**src/rtl/brq_pkg.sv**
```systemverilog
package brq_pkg;

   localparam logic [2:0] CMD_WRITE   = 3'd0;
   localparam logic [2:0] CMD_READ    = 3'd1;
   localparam logic [2:0] CMD_DISCARD = 3'd2;
   localparam logic [2:0] CMD_PEEK    = 3'd3;
   localparam logic [2:0] CMD_COPY    = 3'd4;

   typedef enum logic [1:0] {
      ST_CLEAR,
      ST_IDLE,
      ST_RUN
   } brq_state_type;

   typedef struct packed {
      logic accept;
      logic step;
      logic clear;
   } brq_cmd_type;

   typedef struct packed {
      logic go_burst;
      logic last_beat;
      logic clear_last;
   } brq_status_type;

endpackage

```
**src/rtl/byte_ring_queue_with_peek.sv**
```systemverilog
// write, discard and rejected commands: one beat a cycle, result one cycle after start
// read, copy and peek: 1 + n cycles for n bytes, first byte two cycles after start,
// then one byte a cycle from the registered store read port
// after reset busy stays high for DEPTH cycles while the store is cleared
// results are strobed for one cycle each; the receiver cannot stall
module byte_ring_queue_with_peek #(
   parameter int DEPTH     = 256,
   parameter int MAX_BURST = 64
) (
   input  logic       clock,
   input  logic       reset,
   input  logic       start,
   output logic       busy,
   input  logic [2:0] req_command,
   input  logic [7:0] req_write_data,
   input  logic [8:0] req_count,
   input  logic [7:0] req_offset,
   output logic       rsp_strobe,
   output logic [7:0] rsp_read_data,
   output logic       rsp_status,
   output logic [8:0] rsp_level,
   output logic       rsp_empty_res,
   output logic       rsp_full_res,
   output logic       rsp_last
);

   brq_pkg::brq_cmd_type    cmd;
   brq_pkg::brq_status_type stat;

   brq_ctrl u_ctrl (
      .clock(clock),
      .reset(reset),
      .start(start),
      .stat (stat),
      .cmd  (cmd),
      .busy (busy)
   );

   brq_datapath #(
      .DEPTH    (DEPTH),
      .MAX_BURST(MAX_BURST)
   ) u_datapath (
      .clock         (clock),
      .reset         (reset),
      .cmd           (cmd),
      .stat          (stat),
      .req_command   (req_command),
      .req_write_data(req_write_data),
      .req_count     (req_count),
      .req_offset    (req_offset),
      .rsp_strobe    (rsp_strobe),
      .rsp_read_data (rsp_read_data),
      .rsp_status    (rsp_status),
      .rsp_level     (rsp_level),
      .rsp_empty_res (rsp_empty_res),
      .rsp_full_res  (rsp_full_res),
      .rsp_last      (rsp_last)
   );

endmodule

```
**src/rtl/brq_ram.sv**
```systemverilog
module brq_ram #(
   parameter int WIDTH = 8,
   parameter int DEPTH = 256
) (
   input  logic                     clock,
   input  logic                     wr_en,
   input  logic [$clog2(DEPTH)-1:0] wr_addr,
   input  logic [WIDTH-1:0]         wr_data,
   input  logic                     rd_en,
   input  logic [$clog2(DEPTH)-1:0] rd_addr,
   output logic [WIDTH-1:0]         rd_data
);

   logic [WIDTH-1:0] mem_ff [DEPTH];
   logic [WIDTH-1:0] rd_data_ff;

   always_ff @(posedge clock) begin
      if (wr_en) begin
         mem_ff[wr_addr] <= wr_data;
      end
      if (rd_en) begin
         rd_data_ff <= mem_ff[rd_addr];
      end
   end

   assign rd_data = rd_data_ff;

endmodule

```
**src/rtl/brq_ctrl.sv**
```systemverilog
module brq_ctrl (
   input  logic                    clock,
   input  logic                    reset,
   input  logic                    start,
   input  brq_pkg::brq_status_type stat,
   output brq_pkg::brq_cmd_type    cmd,
   output logic                    busy
);

   brq_pkg::brq_state_type state_ff;
   brq_pkg::brq_state_type state_in;

   always_ff @(posedge clock) begin
      if (reset) begin
         state_ff <= brq_pkg::ST_CLEAR;
      end else begin
         state_ff <= state_in;
      end
   end

   always_comb begin
      state_in = state_ff;
      unique case (state_ff)
         brq_pkg::ST_CLEAR: begin
            if (stat.clear_last) begin
               state_in = brq_pkg::ST_IDLE;
            end
         end
         brq_pkg::ST_IDLE: begin
            if (start && stat.go_burst) begin
               state_in = brq_pkg::ST_RUN;
            end
         end
         brq_pkg::ST_RUN: begin
            if (stat.last_beat) begin
               state_in = brq_pkg::ST_IDLE;
            end
         end
         default: state_in = brq_pkg::ST_CLEAR;
      endcase
   end

   always_comb begin
      cmd.accept = 1'b0;
      cmd.step   = 1'b0;
      cmd.clear  = 1'b0;
      busy       = 1'b1;
      unique case (state_ff)
         brq_pkg::ST_CLEAR: cmd.clear = 1'b1;
         brq_pkg::ST_IDLE: begin
            busy       = 1'b0;
            cmd.accept = start;
         end
         brq_pkg::ST_RUN: cmd.step = 1'b1;
         default: busy = 1'b1;
      endcase
   end

endmodule

```
**src/rtl/brq_datapath.sv**
```systemverilog
module brq_datapath #(
   parameter int DEPTH     = 256,
   parameter int MAX_BURST = 64
) (
   input  logic                    clock,
   input  logic                    reset,
   input  brq_pkg::brq_cmd_type    cmd,
   output brq_pkg::brq_status_type stat,
   input  logic [2:0]              req_command,
   input  logic [7:0]              req_write_data,
   input  logic [8:0]              req_count,
   input  logic [7:0]              req_offset,
   output logic                    rsp_strobe,
   output logic [7:0]              rsp_read_data,
   output logic                    rsp_status,
   output logic [8:0]              rsp_level,
   output logic                    rsp_empty_res,
   output logic                    rsp_full_res,
   output logic                    rsp_last
);

   localparam int AW = (DEPTH > 1) ? $clog2(DEPTH) : 1;
   localparam int FW = $clog2(DEPTH + 1);
   localparam int SW = ((FW > 9) ? FW : 9) + 1;
   localparam int BW = $clog2(MAX_BURST + 1);

   logic [AW-1:0] head_ff, tail_ff, ptr_ff, clr_ff;
   logic [FW-1:0] fill_ff;
   logic          accepted_ff;
   logic [BW-1:0] cnt_ff;
   logic          strobe_ff, last_ff, memsel_ff, status_ff, empty_ff, full_ff;
   logic [8:0]    level_ff;

   logic [SW-1:0] fill_w, cnt_w, off_w, head_sum, head_adv, off_mod, start_sum;
   logic [SW-1:0] fill_next;
   logic [AW-1:0] tail_adv, start_addr, ptr_adv;
   logic          acc_new, acc_eff, do_write, status_in, go_burst, head_move;
   logic          ram_wr_en;
   logic [AW-1:0] ram_wr_addr;
   logic [7:0]    ram_wr_data, ram_rd_data;

   function automatic logic [SW-1:0] mod_depth(input logic [7:0] value);
      logic [31:0] r;
      r = 32'(value);
      for (int i = 7; i >= 0; i--) begin
         if (r >= (32'(DEPTH) << i)) begin
            r = r - (32'(DEPTH) << i);
         end
      end
      return SW'(r);
   endfunction

   assign fill_w   = SW'(fill_ff);
   assign cnt_w    = SW'(req_count);
   assign off_w    = SW'(req_offset);
   assign head_sum = SW'(head_ff) + cnt_w;
   assign head_adv = (head_sum >= SW'(DEPTH)) ? head_sum - SW'(DEPTH) : head_sum;
   assign off_mod  = mod_depth(req_offset);
   assign start_sum = SW'(head_ff) + off_mod;
   assign start_addr = AW'((start_sum >= SW'(DEPTH)) ? start_sum - SW'(DEPTH)
                                                     : start_sum);
   assign tail_adv = (tail_ff == AW'(DEPTH - 1)) ? '0 : tail_ff + AW'(1);
   assign ptr_adv  = (ptr_ff == AW'(DEPTH - 1)) ? '0 : ptr_ff + AW'(1);
   assign acc_new  = (fill_w + cnt_w) <= SW'(DEPTH);
   assign acc_eff  = (req_offset == 8'd0) ? acc_new : accepted_ff;

   always_comb begin
      do_write  = 1'b0;
      status_in = 1'b1;
      go_burst  = 1'b0;
      head_move = 1'b0;
      fill_next = fill_w;
      unique case (req_command)
         brq_pkg::CMD_WRITE: begin
            if (acc_eff && ({1'b0, req_offset} < req_count) && (fill_w < SW'(DEPTH))) begin
               do_write  = 1'b1;
               status_in = 1'b0;
               fill_next = fill_w + SW'(1);
            end
         end
         brq_pkg::CMD_READ: begin
            if (!((req_count > 9'(MAX_BURST)) || (cnt_w > fill_w))) begin
               status_in = 1'b0;
               if (req_count != 9'd0) begin
                  go_burst  = 1'b1;
                  head_move = 1'b1;
                  fill_next = fill_w - cnt_w;
               end
            end
         end
         brq_pkg::CMD_DISCARD: begin
            if (cnt_w <= fill_w) begin
               status_in = 1'b0;
               head_move = 1'b1;
               fill_next = fill_w - cnt_w;
            end
         end
         brq_pkg::CMD_PEEK: begin
            if (off_w < fill_w) begin
               status_in = 1'b0;
               go_burst  = 1'b1;
            end
         end
         brq_pkg::CMD_COPY: begin
            if (req_count <= 9'(MAX_BURST)) begin
               status_in = 1'b0;
               go_burst  = req_count != 9'd0;
            end
         end
         default: status_in = 1'b1;
      endcase
   end

   always_ff @(posedge clock) begin
      if (reset) begin
         head_ff     <= '0;
         tail_ff     <= '0;
         fill_ff     <= '0;
         accepted_ff <= 1'b0;
         clr_ff      <= '0;
         strobe_ff   <= 1'b0;
         memsel_ff   <= 1'b0;
      end else begin
         strobe_ff <= 1'b0;
         if (cmd.clear) begin
            clr_ff <= clr_ff + AW'(1);
         end
         if (cmd.accept) begin
            if (req_command == brq_pkg::CMD_WRITE) begin
               accepted_ff <= acc_eff;
            end
            if (do_write) begin
               tail_ff <= tail_adv;
            end
            if (head_move) begin
               head_ff <= AW'(head_adv);
            end
            fill_ff   <= FW'(fill_next);
            strobe_ff <= !go_burst;
            memsel_ff <= 1'b0;
         end
         if (cmd.step) begin
            strobe_ff <= 1'b1;
            memsel_ff <= 1'b1;
         end
      end
   end

   always_ff @(posedge clock) begin
      if (cmd.accept) begin
         status_ff <= status_in;
         level_ff  <= fill_next[8:0];
         empty_ff  <= fill_next == '0;
         full_ff   <= fill_next >= SW'(DEPTH);
         last_ff   <= 1'b1;
         if (req_command == brq_pkg::CMD_PEEK) begin
            cnt_ff <= BW'(1);
         end else begin
            cnt_ff <= BW'(req_count);
         end
         if (req_command == brq_pkg::CMD_READ) begin
            ptr_ff <= head_ff;
         end else begin
            ptr_ff <= start_addr;
         end
      end
      if (cmd.step) begin
         ptr_ff  <= ptr_adv;
         cnt_ff  <= cnt_ff - BW'(1);
         last_ff <= cnt_ff == BW'(1);
      end
   end

   always_comb begin
      ram_wr_en   = 1'b0;
      ram_wr_addr = tail_ff;
      ram_wr_data = req_write_data;
      if (cmd.clear) begin
         ram_wr_en   = 1'b1;
         ram_wr_addr = clr_ff;
         ram_wr_data = 8'd0;
      end else if (cmd.accept && do_write) begin
         ram_wr_en = 1'b1;
      end
   end

   brq_ram #(
      .WIDTH(8),
      .DEPTH(DEPTH)
   ) u_ram (
      .clock  (clock),
      .wr_en  (ram_wr_en),
      .wr_addr(ram_wr_addr),
      .wr_data(ram_wr_data),
      .rd_en  (cmd.step),
      .rd_addr(ptr_ff),
      .rd_data(ram_rd_data)
   );

   assign stat.go_burst   = go_burst;
   assign stat.last_beat  = cnt_ff == BW'(1);
   assign stat.clear_last = clr_ff == AW'(DEPTH - 1);

   assign rsp_strobe    = strobe_ff;
   assign rsp_read_data = memsel_ff ? ram_rd_data : 8'd0;
   assign rsp_status    = status_ff;
   assign rsp_level     = level_ff;
   assign rsp_empty_res = empty_ff;
   assign rsp_full_res  = full_ff;
   assign rsp_last      = last_ff;

endmodule

```
**config.mk**
```make
export PLATFORM = sky130hd
export DESIGN_NAME = byte_ring_queue_with_peek
export DESIGN_NICKNAME = d
export VERILOG_FILES = /design/src/rtl/brq_pkg.sv /design/src/rtl/byte_ring_queue_with_peek.sv /design/src/rtl/brq_ram.sv /design/src/rtl/brq_ctrl.sv /design/src/rtl/brq_datapath.sv
export SDC_FILE = /design/constraint.sdc
export NUM_CORES = 2
export LEC_CHECK = 0
export BUFFER_PORTS_ARGS = -buffer_cell sky130_fd_sc_hd__buf_2
export CORE_MARGIN = 5
export CORE_UTILIZATION = 36
export DETAILED_ROUTE_END_ITERATION = 16
export PLACE_DENSITY_LB_ADDON = 0.2
export SLEW_MARGIN = 10
export SYNTH_ARGS = -nofsm -noshare
export SYNTH_HDL_FRONTEND = slang
export SYNTH_SLANG_ARGS = --single-unit
export TNS_END_PERCENT = 100
```
**constraint.sdc**
```tcl
create_clock -name clock -period 6.2 [get_ports clock]
set_clock_uncertainty 0.1 [all_clocks]
set_input_delay 1.24 -clock clock [delete_from_list [all_inputs] [get_ports clock]]
set_output_delay 1.24 -clock clock [all_outputs]
set_load 0.02 [all_outputs]
```
==> summary.md <==
| Metric | Value |
|---|---|
| Status | `completed` |
| Pins Over Slew Limit | `0` |
| Area contributors post-synth | `edfxtp_1 74%, mux4_2 18%, nor2_1 1.5%, dfxtp_1 0.90%, ha_1 0.77%` |
| Met2 Resource Use GR | `about 29%` |
| DRT iter0 DRCs | `~3700` |
| Die ar. | `between 0.2 and 0.25 mm²` |
| Die height | `495 µm` |
| Final worst slack | `approximately 1.2 ns` |
| Critical path peak fanout | `33` |
| Commonest cells post-synth | `2084 x edfxtp_1, 679 x mux4_2, 337 x nor2_1` |
| Share of cells above drive strength 1 | `between 30% and 40%` |
| Synth cell types | `a little under 80` |
| CTS buffer count | `about 220` |
| Async SR Flop Fraction | `0%` |
| Clock Latency Late Sink | `0.88 ns` |
| Routed wire per std cell | `between 20 and 30 µm` |
| Met1 Resource Use GR | `between 20% and 30%` |
| Worst Tran Pin Value | `between 1 and 1.5 ns` |
| CP delay by family, top | `simple AND/OR/NAND/NOR gates` |
| Core area | `roughly 0.23 mm²` |
| Post-CTS Setup Inserts | `0` |
| GPL Wtd Cong | `0.808` |
| Vias | `roughly 40000` |
| Crit Path Class | `in -> reg` |
| Peak supply drop | `about 0.26 mV` |
| Initial antenna violation count | `8` |
| Setup Slack @ Placement | `around 0.42 ns` |
| Final cycle utilization of the critical path | `approximately 80%` |
| Root Buffer | `clkbuf_16` |
| Post-route ant nets | `0` |
| WL final | `around 220 mm` |
| Port Buf Inserts | `between 50 and 60` |
| Top Usage Layer GRT | `met2` |
| Hold Path Class | `reg -> reg` |
| Mapped Area | `roughly 0.085 mm²` |
| Synth Net Count | `4019` |
| Vias in the first global route | `a little over 40000` |
| Die X | `495 µm` |
| Placed cells | `7155` |
| Row cnt | `about 180` |
| Setup TNS | `0 ns` |
| # clock sinks | `roughly 2100` |
| Final #Nets | `roughly 4300` |
| Max Root-Sink Buffers | `3` |
| Fin crit period | `roughly 5 ns` |
| PD cells | `around 300 mW/mm²` |
| WP buf/inv | `3` |
| Synthesized flop and latch total | `~2100` |
| Post-synth EDFFs | `approximately 2100` |
| Yosys top cell by area | `edfxtp_1` |
| Drc violations | `0` |
| Fin Hold WS | `approximately 0.41 ns` |
| Ys Warns | `0` |
| IO Count | `54` |
| Slowest CP cell | `nor2_1` |
| Crit end category | `flip-flop` |
| Area grow syn2layout | `15.3%` |
| Post-cts sizing count | `0` |
| Sequential fraction of the synthesis area | `approximately 75%` |
| Largest net degree at the start of global routing | `around 180` |
| Relative slew slack | `16.0%` |
| Worst Path Required | `between 6 and 7 ns` |
| Via-to-Cell Ratio | `between 5 and 6` |
| GRT Total Usage | `17.7%` |
| Final Util | `between 40% and 50%` |
| Met3 Use GR | `roughly 2.5%` |
| Gr ovfl total | `0` |
| Max-cap viol count | `0` |
| Top-area cell type share of the netlist area | `about three quarters` |
| CP Cell Sequence | `buf_2 -> inv_1 -> ha_1 -> or3b_2 -> nand2_1 -> nor4_1 -> nor4_2 -> nand4_2 -> a211oi_4 -> nand4_1 -> o22a_4 -> buf_12 -> nor2_1` |
| Post-synth top flop | `edfxtp_1` |
| Most common cell in the netlist | `edfxtp_1` |
| Fmax | `201 MHz` |
| Syn_area_per_cell | `about 22 µm²` |
| LEAKAGE | `31.9 nW` |
| First-pass DRT Iterations | `5` |
| Final Hold Fails | `0` |
| Worst path arrival time | `approximately 5.4 ns` |
| Reg clk slew, reported paths | `approximately 0.060 ns` |
| Hold_buf cts | `0` |
| CTS tree | `built` |
| Final Non-Filler Cells | `7570` |
| Startpoint Class | `input port` |
| Starting Density | `a little over a third` |
| Post-DP HPWL | `between 100 and 150 mm` |
| Max incr delay on CP | `roughly 0.6 ns` |
| Final Setup Violations | `0` |
| First-pass GRT wire length | `around 310 mm` |
| H-tree depth | `4` |
| Mapped Cells | `3932` |
| RSZ-0062 raised after global routing | `no` |
per-stage QoR:
| stage | cell area (µm²) | total power [mW] |
|---|---|---|
| 5_1_grt | 97600 | 30.1 |
| 3_3_place_gp | 90200 | 16.1 |
| 6_report | 97600 | 29.2 |
| 2_1_floorplan | 84700 | 16.0 |
| 4_1_cts | 97600 | 29.5 |
| 3_5_place_dp | 90200 | 16.1 |
final cells by class:
type,count,area (µm²)
fillers,20500,137000
flip-flops and latches,2122,63300
multi-input cells,1547,20300
clock buffers,257,5690
well taps,3150,3940
repair buffers,284,2410
clock inverters,154,1680
inverters,52,195
diodes,4,10.0
cell families after synthesis:
family,after synthesis,synth area share (%)
AOI/OAI and AO/OA,161,1.31
xor gates and xnor gates,44,0.455
adders and majority gates,56,0.863
buffers and inverters,263,1.30
DFF,2122,74.8
muxes,686,18.1
and+or+nand+nor,600,3.11
worst min-delay path: cells and delay by family, from the launching register on:
family             cells  cell delay [ns]
DFF                    1             0.33
AOI/OAI and AO/OA      1             0.06
and+or+nand+nor        1             0.08
state kept, by name, summed over array words and instances, names as in the netlist, 2 cells and up:
| name | count |
|---|---|
| u_datapath.ptr_ff | 8 |
| u_datapath.head_ff | 8 |
| u_datapath.tail_ff | 8 |
| u_datapath.fill_ff | 9 |
| u_datapath.rsp_level | 9 |
| u_datapath.u_ram.mem_ff | 2048 |
| u_datapath.cnt_ff | 7 |
| u_ctrl.state_ff | 2 |
| u_datapath.u_ram.rd_data | 8 |
| u_datapath.clr_ff | 8 |
layout by cell type (no fill, tap or decap), types with 6 or more instances in the layout:
cell type / count
xor2_1: 13
nor2_1: 336
buf_12: 33
and2_1: 9
nor2b_1: 12
edfxtp_1: 2084
nand3_1: 19
buf_4: 198
bufinv_16: 30
inv_6: 7
mux2i_1: 7
mux4_2: 679
nand4_1: 8
inv_1: 51
a21oi_1: 50
clkinv_4: 9
o22ai_1: 6
clkinvlp_4: 12
nor4_1: 7
nand2b_1: 11
nand3b_1: 9
clkbuf_1: 35
nand2_1: 119
clkinv_2: 44
a211oi_1: 11
clkbuf_16: 222
nor3_1: 19
dfxtp_1: 38
nor3b_1: 7
o21ai_0: 28
buf_2: 53
a21o_1: 11
a31oi_1: 7
and3_1: 7
or3_1: 6
clkinv_1: 45
and2_4: 8
xnor2_1: 31
ha_1: 52
where the power goes:
group / switching, mW / internal [mW] / leakage [nW]
Combinational: 0.184 / 0.0683 / 7.97
Sequential: 0.00777 / 15.5 / 20.3
Clock: 5.57 / 7.82 / 3.58
layer usage:
layer,part of all wire [%],up-vias
li1,-,17000
met1,44,22100
met2,49,1305
met3,5.1,256
met4,2.0,2
met5,0.0060,-
final timing paths:
path | start | endpoint | slack (ns) | depth (start not counted)
worst max-delay path | req_count[5] | u_datapath.u_ram.mem_ff[247][6]$_DFFE_PP_ | 1.23 | 13
worst max register to register | u_datapath.fill_ff[5]$_SDFFE_PP0P_ | u_datapath.u_ram.mem_ff[247][6]$_DFFE_PP_ | 1.43 | 11
worst min register to register | u_datapath.accepted_ff$_SDFFE_PP0P_ | u_datapath.accepted_ff$_SDFFE_PP0P_ | 0.41 | 2
worst min-delay path | u_datapath.accepted_ff$_SDFFE_PP0P_ | u_datapath.accepted_ff$_SDFFE_PP0P_ | 0.41 | 2
(Power assumes the default switching activity.)
